**config.mk**
```make
export PLATFORM = sky130hd
export DESIGN_NAME = base85_stream_decoder_core
export DESIGN_NICKNAME = d
export VERILOG_FILES = /design/src/rtl/b85_pkg.sv /design/src/rtl/b85_front.sv /design/src/rtl/b85_queue.sv /design/src/rtl/b85_back.sv /design/src/rtl/base85_stream_decoder_core.sv
export SDC_FILE = /design/constraint.sdc
export NUM_CORES = 1
export LEC_CHECK = 0
export BUFFER_PORTS_ARGS = -buffer_cell sky130_fd_sc_hd__buf_2
export CAP_MARGIN = 15
export CORE_AREA = 5 5 211 213
export CTS_CLUSTER_DIAMETER = 40
export CTS_CLUSTER_SIZE = 25
export DETAILED_ROUTE_END_ITERATION = 8
export DIE_AREA = 0 0 216 218
export PLACE_DENSITY = 0.59
export SYNTH_ARGS = -nofsm -noshare
export SYNTH_HDL_FRONTEND = slang
export SYNTH_SLANG_ARGS = --single-unit
```
**constraint.sdc**
```tcl
create_clock -name clk -period 8.2 [get_ports clk]
set_input_delay 1.23 -clock clk [delete_from_list [all_inputs] [get_ports clk]]
set_output_delay 1.23 -clock clk [all_outputs]
set_load 0.03 [all_outputs]
```
**src/rtl/b85_pkg.sv**
```systemverilog
package b85_pkg;

  localparam int unsigned QueueDepthDefault = 4;

  localparam logic [1:0] ST_OK     = 2'd0;
  localparam logic [1:0] ST_SHORT  = 2'd1;
  localparam logic [1:0] ST_SUFFIX = 2'd2;
  localparam logic [1:0] ST_ALIGN  = 2'd3;

  localparam logic [7:0] CH_TILDE = 8'h7E;
  localparam logic [7:0] CH_ZERO  = 8'h30;
  localparam logic [7:0] CH_ONE   = 8'h31;
  localparam logic [7:0] CH_TWO   = 8'h32;

  localparam logic [2:0] BlockDigits = 3'd5;

  typedef struct packed {
    logic        ok;
    logic [6:0]  value;
  } digit_t;

  typedef struct packed {
    logic [31:0] word;
    logic [2:0]  nbytes;
    logic        bare;
    logic        fin;
    logic [1:0]  status;
  } job_t;

  function automatic digit_t digit_of(input logic [7:0] c);
    digit_t r;
    r.ok    = 1'b1;
    r.value = 7'd0;
    if (c >= 8'h30 && c <= 8'h39) begin
      r.value = 7'(c - 8'h30);
    end else if (c >= 8'h41 && c <= 8'h5A) begin
      r.value = 7'(c - 8'h37);
    end else if (c >= 8'h61 && c <= 8'h7A) begin
      r.value = 7'(c - 8'h3D);
    end else begin
      case (c)
        8'h21: r.value = 7'd62;
        8'h23: r.value = 7'd63;
        8'h24: r.value = 7'd64;
        8'h25: r.value = 7'd65;
        8'h26: r.value = 7'd66;
        8'h28: r.value = 7'd67;
        8'h29: r.value = 7'd68;
        8'h2A: r.value = 7'd69;
        8'h2B: r.value = 7'd70;
        8'h2D: r.value = 7'd71;
        8'h3B: r.value = 7'd72;
        8'h3C: r.value = 7'd73;
        8'h3D: r.value = 7'd74;
        8'h3E: r.value = 7'd75;
        8'h3F: r.value = 7'd76;
        8'h40: r.value = 7'd77;
        8'h5E: r.value = 7'd78;
        8'h5F: r.value = 7'd79;
        8'h60: r.value = 7'd80;
        8'h7B: r.value = 7'd81;
        8'h7C: r.value = 7'd82;
        8'h7D: r.value = 7'd83;
        8'h7E: r.value = 7'd84;
        default: r.ok = 1'b0;
      endcase
    end
    return r;
  endfunction

endpackage

```
**src/rtl/b85_front.sv**
```systemverilog
module b85_front (
  input  logic             clk,
  input  logic             rst_n,
  input  logic             in_valid,
  output logic             in_ready,
  input  logic [7:0]       in_char_in,
  input  logic             in_frame_end,
  output logic             push_valid,
  input  logic             push_ready,
  output b85_pkg::job_t    push_job
);

  logic [7:0]  older_r, older_nxt;
  logic [7:0]  newer_r, newer_nxt;
  logic [1:0]  cnt_r, cnt_nxt;
  logic [31:0] acc_r, acc_nxt;
  logic [2:0]  ndig_r, ndig_nxt;
  logic        any_r, any_nxt;
  logic        inv_r, inv_nxt;

  b85_pkg::digit_t dig;
  logic        fold;
  logic        blk;
  logic [31:0] acc_f;
  logic [31:0] acc_mul;
  logic [2:0]  ndig_f;
  logic [1:0]  pad;
  logic [1:0]  st;
  logic        has_job;
  logic        take;

  assign in_ready = push_ready;
  assign take     = in_valid & in_ready;

  always_comb begin
    dig     = b85_pkg::digit_of(older_r);
    fold    = (cnt_r == 2'd2);
    acc_mul = (acc_r << 6) + (acc_r << 4) + (acc_r << 2) + acc_r;
    acc_f   = fold ? acc_mul + {25'd0, dig.ok ? dig.value : 7'd0} : acc_r;
    ndig_f  = fold ? ndig_r + 3'd1 : ndig_r;
    blk     = fold && (ndig_f == b85_pkg::BlockDigits);
    inv_nxt = inv_r | (fold & ~dig.ok);
    any_nxt = any_r | blk;
    acc_nxt = blk ? 32'd0 : acc_f;
    ndig_nxt = blk ? 3'd0 : ndig_f;

    pad = 2'd0;
    st  = b85_pkg::ST_OK;
    if (cnt_r == 2'd0) begin
      st = b85_pkg::ST_SHORT;
    end else begin
      if (newer_r != b85_pkg::CH_TILDE) st = b85_pkg::ST_SUFFIX;
      else if (in_char_in == b85_pkg::CH_TILDE) pad = 2'd0;
      else if (in_char_in == b85_pkg::CH_ZERO) pad = 2'd1;
      else if (in_char_in == b85_pkg::CH_ONE) pad = 2'd2;
      else if (in_char_in == b85_pkg::CH_TWO) pad = 2'd3;
      else st = b85_pkg::ST_SUFFIX;
      if (st == b85_pkg::ST_OK) begin
        if (ndig_nxt != 3'd0) st = b85_pkg::ST_ALIGN;
        else if (!any_nxt && pad != 2'd0) st = b85_pkg::ST_SUFFIX;
        else if (inv_nxt) st = b85_pkg::ST_ALIGN;
      end
    end

    push_job.word = acc_f;
    if (in_frame_end) begin
      has_job = 1'b1;
      push_job.fin = 1'b1;
      if (st == b85_pkg::ST_OK && blk) begin
        push_job.nbytes = 3'd4 - {1'b0, pad};
        push_job.bare   = 1'b0;
        push_job.status = b85_pkg::ST_OK;
      end else begin
        push_job.nbytes = 3'd1;
        push_job.bare   = 1'b1;
        push_job.status = st;
      end
    end else begin
      has_job = blk & ~inv_nxt;
      push_job.fin    = 1'b0;
      push_job.nbytes = 3'd4;
      push_job.bare   = 1'b0;
      push_job.status = b85_pkg::ST_OK;
    end

    older_nxt = newer_r;
    newer_nxt = in_char_in;
    cnt_nxt   = (cnt_r == 2'd2) ? cnt_r : cnt_r + 2'd1;
  end

  assign push_valid = take & has_job;

  always_ff @(posedge clk) begin
    if (!rst_n) begin
      older_r <= 8'd0;
      newer_r <= 8'd0;
      cnt_r   <= 2'd0;
      acc_r   <= 32'd0;
      ndig_r  <= 3'd0;
      any_r   <= 1'b0;
      inv_r   <= 1'b0;
    end else if (take) begin
      if (in_frame_end) begin
        older_r <= 8'd0;
        newer_r <= 8'd0;
        cnt_r   <= 2'd0;
        acc_r   <= 32'd0;
        ndig_r  <= 3'd0;
        any_r   <= 1'b0;
        inv_r   <= 1'b0;
      end else begin
        older_r <= older_nxt;
        newer_r <= newer_nxt;
        cnt_r   <= cnt_nxt;
        acc_r   <= acc_nxt;
        ndig_r  <= ndig_nxt;
        any_r   <= any_nxt;
        inv_r   <= inv_nxt;
      end
    end
  end

endmodule

```
**src/rtl/b85_queue.sv**
```systemverilog
module b85_queue #(
  parameter int unsigned DEPTH = b85_pkg::QueueDepthDefault
) (
  input  logic             clk,
  input  logic             rst_n,
  input  logic             push_valid,
  output logic             push_ready,
  input  b85_pkg::job_t    push_job,
  output logic             pop_valid,
  input  logic             pop_ready,
  output b85_pkg::job_t    pop_job
);

  localparam int unsigned PtrW = (DEPTH > 1) ? $clog2(DEPTH) : 1;
  localparam int unsigned CntW = $clog2(DEPTH + 1);
  localparam logic [PtrW-1:0] PtrLast = PtrW'(DEPTH - 1);
  localparam logic [PtrW-1:0] PtrOne  = PtrW'(1);
  localparam logic [CntW-1:0] CntFull = CntW'(DEPTH);

  b85_pkg::job_t         mem [DEPTH];
  logic [PtrW-1:0]       wr_r, wr_nxt;
  logic [PtrW-1:0]       rd_r, rd_nxt;
  logic [CntW-1:0]       cnt_r, cnt_nxt;
  logic                  do_push;
  logic                  do_pop;

  assign push_ready = (cnt_r != CntFull);
  assign pop_valid  = (cnt_r != '0);
  assign pop_job    = mem[rd_r];
  assign do_push    = push_valid & push_ready;
  assign do_pop     = pop_valid & pop_ready;

  always_comb begin
    wr_nxt  = do_push ? ((wr_r == PtrLast) ? '0 : wr_r + PtrOne) : wr_r;
    rd_nxt  = do_pop ? ((rd_r == PtrLast) ? '0 : rd_r + PtrOne) : rd_r;
    cnt_nxt = cnt_r + CntW'(do_push) - CntW'(do_pop);
  end

  always_ff @(posedge clk) begin
    if (do_push) begin
      mem[wr_r] <= push_job;
    end
  end

  always_ff @(posedge clk) begin
    if (!rst_n) begin
      wr_r  <= '0;
      rd_r  <= '0;
      cnt_r <= '0;
    end else begin
      wr_r  <= wr_nxt;
      rd_r  <= rd_nxt;
      cnt_r <= cnt_nxt;
    end
  end

endmodule

```
**src/rtl/b85_back.sv**
```systemverilog
module b85_back (
  input  logic             clk,
  input  logic             rst_n,
  input  logic             pop_valid,
  output logic             pop_ready,
  input  b85_pkg::job_t    pop_job,
  output logic             out_valid,
  input  logic             out_ready,
  output logic [7:0]       out_byte,
  output logic             out_byte_valid,
  output logic             out_frame_done,
  output logic [1:0]       out_status
);

  b85_pkg::job_t job_r;
  logic          busy_r, busy_nxt;
  logic [1:0]    idx_r, idx_nxt;
  logic          last;
  logic          done;
  logic          load;
  logic [7:0]    sel;

  assign last      = ({1'b0, idx_r} + 3'd1 == job_r.nbytes);
  assign done      = busy_r & out_ready & last;
  assign pop_ready = ~busy_r | done;
  assign load      = pop_valid & pop_ready;

  always_comb begin
    case (idx_r)
      2'd0:    sel = job_r.word[31:24];
      2'd1:    sel = job_r.word[23:16];
      2'd2:    sel = job_r.word[15:8];
      default: sel = job_r.word[7:0];
    endcase
    busy_nxt = load | (busy_r & ~done);
    if (load || done) idx_nxt = 2'd0;
    else if (busy_r && out_ready) idx_nxt = idx_r + 2'd1;
    else idx_nxt = idx_r;
  end

  assign out_valid      = busy_r;
  assign out_byte       = job_r.bare ? 8'd0 : sel;
  assign out_byte_valid = ~job_r.bare;
  assign out_frame_done = job_r.bare | (job_r.fin & last);
  assign out_status     = job_r.status;

  always_ff @(posedge clk) begin
    if (load) begin
      job_r <= pop_job;
    end
  end

  always_ff @(posedge clk) begin
    if (!rst_n) begin
      busy_r <= 1'b0;
      idx_r  <= 2'd0;
    end else begin
      busy_r <= busy_nxt;
      idx_r  <= idx_nxt;
    end
  end

endmodule

```
**src/rtl/base85_stream_decoder_core.sv**
```systemverilog
// Base85 frame decoder, one character per request on the input channel.
// Input: in_char_in with in_frame_end marking the last character of a frame,
// which must be the two-character suffix ('~' then '~', '0', '1' or '2').
// Output: one byte per request, most significant first; out_frame_done marks
// the last request of a frame and out_status carries its status. A frame
// with errors ends in a single request with out_byte_valid low.
// Throughput: one input character per cycle sustained; every fifth data
// character yields a job of up to four bytes (none after an invalid
// character) and the output side drains one byte per cycle, so the input
// never waits while the receiver keeps pace. A job is written to the queue
// at the edge that folds the last digit of its block (the accept of the
// character two places later, or of the frame end); the output stage loads
// it from the queue once free and then presents the job's first byte.
// When the receiver stalls, the output holds and jobs collect in the queue
// (QUEUE_DEPTH entries); in_ready drops only when the queue is full.
// Reset clears the decode state, the queue and the output stage; the block
// accepts input in the first cycle after reset.
module base85_stream_decoder_core #(
  parameter int unsigned QUEUE_DEPTH = b85_pkg::QueueDepthDefault
) (
  input  logic       clk,
  input  logic       rst_n,
  input  logic       in_valid,
  output logic       in_ready,
  input  logic [7:0] in_char_in,
  input  logic       in_frame_end,
  output logic       out_valid,
  input  logic       out_ready,
  output logic [7:0] out_byte,
  output logic       out_byte_valid,
  output logic       out_frame_done,
  output logic [1:0] out_status
);

  logic          push_valid;
  logic          push_ready;
  b85_pkg::job_t push_job;
  logic          pop_valid;
  logic          pop_ready;
  b85_pkg::job_t pop_job;

  b85_front u_front (
    .clk          (clk),
    .rst_n        (rst_n),
    .in_valid     (in_valid),
    .in_ready     (in_ready),
    .in_char_in   (in_char_in),
    .in_frame_end (in_frame_end),
    .push_valid   (push_valid),
    .push_ready   (push_ready),
    .push_job     (push_job)
  );

  b85_queue #(
    .DEPTH (QUEUE_DEPTH)
  ) u_queue (
    .clk        (clk),
    .rst_n      (rst_n),
    .push_valid (push_valid),
    .push_ready (push_ready),
    .push_job   (push_job),
    .pop_valid  (pop_valid),
    .pop_ready  (pop_ready),
    .pop_job    (pop_job)
  );

  b85_back u_back (
    .clk            (clk),
    .rst_n          (rst_n),
    .pop_valid      (pop_valid),
    .pop_ready      (pop_ready),
    .pop_job        (pop_job),
    .out_valid      (out_valid),
    .out_ready      (out_ready),
    .out_byte       (out_byte),
    .out_byte_valid (out_byte_valid),
    .out_frame_done (out_frame_done),
    .out_status     (out_status)
  );

endmodule
```
==> results of run 1 <==
worst max-delay path: stages, from the launching register on:
cell and delay (ns):
dfxtp_1 0.51, inv_1 0.14, ha_1 0.33, nor4b_2 0.45, nor2b_1 0.09, o221a_2 0.36, a211oi_1 0.25, a31oi_1 0.06
o2bb2a_1 0.33, fa_1 0.49, inv_1 0.05, fa_1 0.45, ha_1 0.35, fa_1 0.49, a211oi_2 0.30, nor4_2 0.11
nor4b_4 0.45, o21ai_2 0.18, a221oi_2 0.33, xnor2_1 0.12, mux2_2 0.31
cells in the final DEF, fill, tap and decap left out, types with 6 or more instances in the layout:
| master | synthesis | final |
|---|---|---|
| o211ai_1 | 9 | 9 |
| clkinv_4 | 0 | 7 |
| a22oi_1 | 6 | 6 |
| nand4_1 | 7 | 7 |
| nor4_1 | 9 | 9 |
| buf_2 | 6 | 26 |
| nor2_1 | 90 | 89 |
| buf_4 | 4 | 14 |
| mux4_2 | 39 | 39 |
| edfxtp_1 | 195 | 195 |
| mux2_2 | 24 | 24 |
| ha_1 | 87 | 86 |
| a21o_1 | 8 | 8 |
| nor3b_1 | 23 | 23 |
| a22o_1 | 15 | 15 |
| nor3_1 | 17 | 17 |
| a21oi_1 | 68 | 68 |
| a222oi_1 | 8 | 8 |
| xnor2_1 | 29 | 29 |
| and3_1 | 7 | 7 |
| and2_1 | 12 | 8 |
| nand3_1 | 25 | 25 |
| dfxtp_1 | 65 | 63 |
| a211oi_1 | 6 | 6 |
| clkbuf_16 | 0 | 29 |
| inv_1 | 41 | 41 |
| a32oi_1 | 10 | 10 |
| xor2_1 | 14 | 14 |
| fa_1 | 59 | 59 |
| nor2b_1 | 15 | 15 |
| nand2_1 | 69 | 69 |
| o21ai_0 | 36 | 36 |
registers in the layout, summed over array words and instances (netlist names):
register           cells
u_back.out_status      2
u_front.older_r        8
u_queue.wr_r           2
u_queue.cnt_r          3
u_front.acc_r         32
u_back.job_r          37
u_front.inv_r          1
u_front.newer_r        8
u_back.out_valid       1
u_front.any_r          1
u_back.idx_r           2
u_queue.rd_r           2
u_queue.mem          156
u_front.ndig_r         3
u_front.cnt_r          2
kinds of logic after synthesis:
kind of cell	after synthesis	synth area share, %
compound gates	232	11.3
xor+xnor	43	2.58
fa+ha+maj	146	15.5
buf+inv	100	2.83
flops	260	49.0
mux	68	8.20
simple gates	299	10.6
where the power goes:
| part | internal [µW] | switching (µW) | leakage [µW] |
|---|---|---|---|
| registers | 1620 | 100 | 0.00234 |
| logic | 282 | 406 | 0.00339 |
| clock network | 718 | 579 | 0.000479 |
| total | 2620 | 1080 | 0.00621 |
final cells by class:
cell class / instances / area share (%)
tap: 546 / 4.20
clock buffer: 31 / 4.50
clock inverter: 21 / 1.54
timing repair buffer: 40 / 1.45
multi-input combinational: 788 / 43.4
inverter: 42 / 0.968
sequential: 260 / 44.0
through the flow:
stage               utilization (%)  cell area [µm²]  total power [µW]  instances  hold WS [ns]
detailed placement             36.0            15300              2460       1676         0.443
global route                   38.3            16300              3880       1728         0.470
floorplan                         -            14600              2240       1148         0.422
finish                         38.3            16300              3700       1728         0.450
global placement               36.0            15300              2450       1676         0.441
CTS                            38.3            16300              3760       1728         0.455
synth_stat cells (all sizes together), types with 3 or more instances:
cell	n	area, µm²
a22oi	6	45.0
nand4	7	43.8
inv	41	154
a21oi	69	349
xnor2	29	254
a2111oi	5	68.8
nor2	92	355
fa	59	1180
a22o	15	131
edfxtp	195	5860
a31oi	5	31.3
nor3b	23	173
o211ai	10	80.1
nor4	12	111
dfxtp	65	1300
mux2	24	270
or3	5	31.3
a221oi	4	41.3
a41oi	5	43.8
and3	8	55.1
nand3	25	125
a21o	8	60.1
and2	12	75.1
o21ai	41	213
nand2	70	265
a211oi	7	57.6
o21bai	3	22.5
a211o	3	26.3
a32oi	10	87.6
xor2	14	123
ha	87	1090
mux4	39	878
clkbuf	39	146
a21boi	7	56.3
a222oi	8	80.1
o21a	3	22.5
buf	19	109
nor3	18	95.1
mux2i	5	50.1
nor2b	15	93.8
how the worst max path moves through the flow:
| stage | from | end | slack (ns) | depth (start not counted) |
|---|---|---|---|---|
| final | u_front.older_r[1] | u_queue.mem[3][38] | 1.80 | 20 |
| after CTS | u_front.older_r[1] | u_queue.mem[0][38] | 1.79 | 20 |
| after global placement | u_front.older_r[1] | u_queue.mem[0][38] | 1.87 | 21 |
| after detailed placement | u_front.older_r[1] | u_queue.mem[0][38] | 1.83 | 20 |
| after global routing | u_front.older_r[1] | u_queue.mem[0][38] | 1.42 | 21 |
| after floorplan | u_front.older_r[1] | u_queue.mem[0][38] | 2.35 | 22 |
per-layer routing:
metal	vias up	wire [µm]
li1	4357	-
met1	4538	14900
met2	170	15400
met3	37	1100
met4	0	554
met5	-	0
==> metrics.txt, run 1 <==
prevailing post-synth register cell=edfxtp_1; Root Buffer=clkbuf_16; HP Start=u_front.any_r; Final Hold Viols=0; met1 Resource Use GR=18.7%; Worst Path Class, Setup=reg -> reg; period utilization=between 70 and 80%; synth warn=0; Port Buffer Count=26; Cell Pwr Density=approximately 230 nW/µm²; fillers=about 4000; Final setup viols=0; hold path depth=2; synthesized area per cell=~13 µm²; Syn Nets=about 1300; clk_skew=approximately 0.019 ns; Max Root-Sink Buffers=3; Seq/Total Area, Yosys=roughly 49%; global placement routability congestion=0.905; vias in the first global route=9243; I/O pin count=27; Vias per Instance=approximately 5.3; CTS resizes=0; max_slew headroom=about two fifths; first-pass GRT wire length=just over 50 mm; Post-CTS Setup Inserts=0; CTS Sinks=260; worst slew pin tran=between 0.8 and 0.9 ns; outcome=finished clean; fin worst setup slack=1.80 ns; post-DR wirelength/cell=~18 µm; Worst Path Required=around 8.5 ns; initial antenna violation count=1; RSZ-0062 raised after global routing=no; r2r endpoint=u_queue.mem[3][38]; core area=roughly 43000 µm²; share of cells above drive strength 1=between 10% and 20%; Leak=around 0.0062 µW; Die X=~220 µm; R2R depth=20; EDFF count, synth=~200; Synth cell types=89; FMAX=around 0.16 GHz; Mapped Cells=1148; die area=47100 µm²; ANT nets after route=0; HP Class=reg -> reg; # nets final=1319; flop-to-flop setup slack=between 1.5 and 2 ns; diode count=0; worst-path fanout max=13; Hold Buf Count CTS=0; DRT Wirelength=~32 mm; crit path DAT=around 6.7 ns; Crit. End Element=flip-flop; GRT Total Usage=~13%; synth-to-layout area growth=11.4%; chip height=218 µm; DRC violations left=0; peak supply drop=~0.15 mV; minimum clock period=6.40 ns; Site Rows=76; area occupied by multi-input gates=7060 µm²; layer with the highest usage=met2; setup_tns=0 ns; initial cell density of the core=between 30% and 40%; Worst Hold Endpoint=u_front.any_r; H-tree levels=1; via count=9102; Post-Place Worst Slack=about 1.8 ns; reg-to-reg startpoint=u_front.older_r[1]; initial drt markers=just over 700; post-DP HPWL=between 20 and 25 mm; Seq. cell area=between 7000 and 8000 µm²; clock-pin slew on the worst setup and hold paths=around 0.080 ns; synthesized cell area=14600 µm²; Detailed Routing Iterations Pass 1=5; CTS tree=built; Post-synth ARST share=0%; GR Layer Usage met2=22.8%; Final Max Slew Viols=0; max-cap viol count=0; met3 Usage GRT=1.51%; FF+latch count, synth=between 200 and 300; Inserted Clock Buffers=28; critical path launch point type=flip-flop; Worst-Skew Late Latency=between 0.5 and 0.6 ns; largest net degree at the start of global routing=47; Overflow after GRT=0
Note: power is estimated with default switching activity, not from simulation.
==> run 2, diff against run 1 <==
Clock period 8.2 ns to 6.4 ns, I/O delays scaled along.
==> metrics.txt, run 2 (synthesis gave the netlist of run 1 again) <==
combinational share of power=18.2% (was 18.6%); Post-CTS Setup Inserts=0 (unchanged); Leak=0.00629 µW (was 0.00621 µW); initial antenna violation count=1 (unchanged); clock-pin slew on the worst setup and hold paths=0.07 ns (was 0.08 ns); worst-path fanout max=13 (unchanged); I/O pin count=27 (unchanged); global placement routability congestion=0.893 (was 0.905); max_slew headroom=38.4% (was 39.6%); GRT Total Usage=13.6% (was 13.4%); Sequential Power Share=46.7% (was 46.4%); Vias per Instance=5.35 (was 5.27); vias in the first global route=9218 (was 9243); reg-to-reg startpoint=u_front.older_r[5] (was u_front.older_r[1]); Hold Buf Count CTS=0 (unchanged); R2R depth=21 (was 20); CTS Sinks=260 (unchanged); # nets final=1327 (was 1319); post-DR wirelength/cell=18.7 µm (was 18.5 µm); Internal Pwr Total=3330 µW (was 2620 µW); share of the core filled with cells=38.5% (was 38.3%); fillers=3922 (was 3982); max reg flops=156 (unchanged); first-pass GRT wire length=51.9 mm (was 51.6 mm); FMAX=0.164 GHz (was 0.156 GHz); period utilization=95.4% (was 78.1%); Crit. End Element=flip-flop (unchanged); die area=47100 µm² (unchanged); Clk network pwr share=35.0% (about the same); ANT nets after route=0 (unchanged); largest registers=u_queue.mem: 156 flops, u_back.job_r: 37 flops, u_front.acc_r: 32 flops (unchanged); Crit path top cell by count=fa_1 (unchanged); Overflow after GRT=0 (unchanged); Site Rows=76 (unchanged); Worst-Skew Late Latency=0.56 ns (was 0.55 ns); most frequent cells in the layout=edfxtp_1, nor2_1, ha_1 (unchanged); delay of the slowest critical-path stage=0.50 ns (was 0.51 ns); fin worst setup slack=0.292 ns (was 1.80 ns); DRC violations left=0 (unchanged); outcome=finished clean (unchanged); max-cap viol count=0 (unchanged); Final Hold Viols=0 (unchanged); initial drt markers=851 (was 723); synth-to-layout area growth=12.0% (was 11.4%); Worst Path Class, Setup=reg -> reg (unchanged); Port Buffer Count=26 (unchanged); r2r endpoint=u_queue.mem[3][38] (unchanged); Inserted Clock Buffers=29 (was 28); core area=42500 µm² (unchanged); Biggest register=u_queue.mem (unchanged); Final Max Slew Viols=0 (unchanged); Worst Path Required=6.69 ns (was 8.48 ns); Final setup viols=0 (unchanged); Critical-path top delay cell=fa_1 (was dfxtp_1); crit path to=u_queue.mem[3][38] (unchanged); Cell Pwr Density=291 nW/µm² (was 227 nW/µm²); via count=9288 (was 9102); worst slew pin tran=0.914 ns (was 0.896 ns); H-tree levels=1 (unchanged); RSZ-0062 raised after global routing=yes (was no); post-DP HPWL=23.1 mm (was 22.5 mm); largest net degree at the start of global routing=51 (was 47); Critical Path Start=u_front.older_r[5] (was u_front.older_r[1]); chip height=218 µm (unchanged); Detailed Routing Iterations Pass 1=5 (unchanged); minimum clock period=6.11 ns (was 6.40 ns); Cell Chain, Critical Path=ha_1, nand2_1, a21oi_1, o221a_2, nor4_1, a211oi_1, a31oi_1, o2bb2a_1, fa_1, inv_1, fa_1, ha_1, fa_1, a211oi_2, nor4_4, nor4b_4, buf_4, o21ai_2, a221oi_2, xnor2_1, mux2_2 (was inv_1, ha_1, nor4b_2, nor2b_1, o221a_2, a211oi_1, a31oi_1, o2bb2a_1, fa_1, inv_1, fa_1, ha_1, fa_1, a211oi_2, nor4_2, nor4b_4, o21ai_2, a221oi_2, xnor2_1, mux2_2); Root Buffer=clkbuf_16 (unchanged); commonest non-fill, non-tap cell in the layout=edfxtp_1 (unchanged); peak supply drop=0.223 mV (was 0.153 mV); clk_skew=0.0286 ns (was 0.0189 ns); flop-to-flop setup slack=0.29 ns (was 1.80 ns); post-placement cell count=1683 (was 1676); crit path DAT=6.39 ns (was 6.69 ns); Max Root-Sink Buffers=3 (unchanged); Post-Place Worst Slack=0.207 ns (was 1.83 ns); Sw Share=30.0% (was 29.3%); share of cells above drive strength 1=16.2% (was 15.7%); critical path launch point type=flip-flop (unchanged); Die X=216 µm (unchanged); final cell count without fillers=1737 (was 1728); CTS tree=built (unchanged); Net Sw Power=1430 µW (was 1080 µW); DRT Wirelength=32.5 mm (was 31.9 mm); HP Class=reg -> reg (unchanged); initial cell density of the core=34.4% (unchanged)
run 2: changes by cell type in the layout (fill, tap and decap cells not counted), moves of 2 or more:
cell / delta
clkinv_4: -6
inv_6: +2
buf_4: +6
inv_8: +3
run 2: worst min path at each step:
stage             startpoint            end  slack (ns)  cells past startpoint
2_1_floorplan  u_front.any_r  u_front.any_r        0.42                      2
3_3_place_gp   u_front.any_r  u_front.any_r        0.44                      2
3_5_place_dp   u_front.any_r  u_front.any_r        0.44                      2
4_1_cts        u_front.any_r  u_front.any_r        0.45                      2
5_1_grt        u_front.any_r  u_front.any_r        0.49                      2
6_report       u_front.any_r  u_front.any_r        0.45                      2
run 2: cell type report:
cell class | instances | area (µm²) | share of cell area (%)
antenna | 1 | 2.50 | 0.0153
clock buffer | 31 | 733 | 4.48
clock inverter | 22 | 256 | 1.57
inverter | 42 | 158 | 0.963
multi-input combinational | 788 | 7080 | 43.2
sequential | 260 | 7160 | 43.7
tap | 546 | 683 | 4.17
timing repair buffer | 47 | 300 | 1.83
run 2: stage by stage:
step                hold slack [ns]  TNS [ns]  instance area, µm²  total power, µW
floorplan                     0.422         0               14600             2870
global placement              0.441         0               15400             3150
detailed placement            0.444         0               15400             3160
CTS                           0.454         0               16300             4840
global route                  0.494   -0.0299               16400             5000
finish                        0.450         0               16400             4760
run 2: power groups by stage:
stage,Sequential (µW),Clock (µW),Combinational (µW)
floorplan,2160,0,709
global placement,2270,0,880
detailed placement,2270,0,889
CTS,2240,1710,889
global route,2250,1790,955
finish,2220,1670,869
run 2: worst max-delay path: cells and delay by family, from the launching register on:
kind	cells	cell delay [ns]
AND/OR/NAND/NOR	4	0.52
buffers and inverters	2	0.25
adder cells (fa/ha/maj)	5	2.20
AO/OA/AOI/OAI	8	1.98
multiplexers	1	0.30
XOR/XNOR	1	0.12
flip-flops	1	0.46
run 2: repair_timing:
| item | in CTS | in global routing |
|---|---|---|
| setup endpoints to repair | 0 | 40 |
| resized for setup | 0 | 4 |
| hold endpoints to repair | 0 | 0 |
run 2: metal layers:
metal  GRT usage [%]  wire length [µm]
met1            19.2             14900
met2            23.0             15700
met3            1.35              1250
met4            3.01               605
met5               0                 0
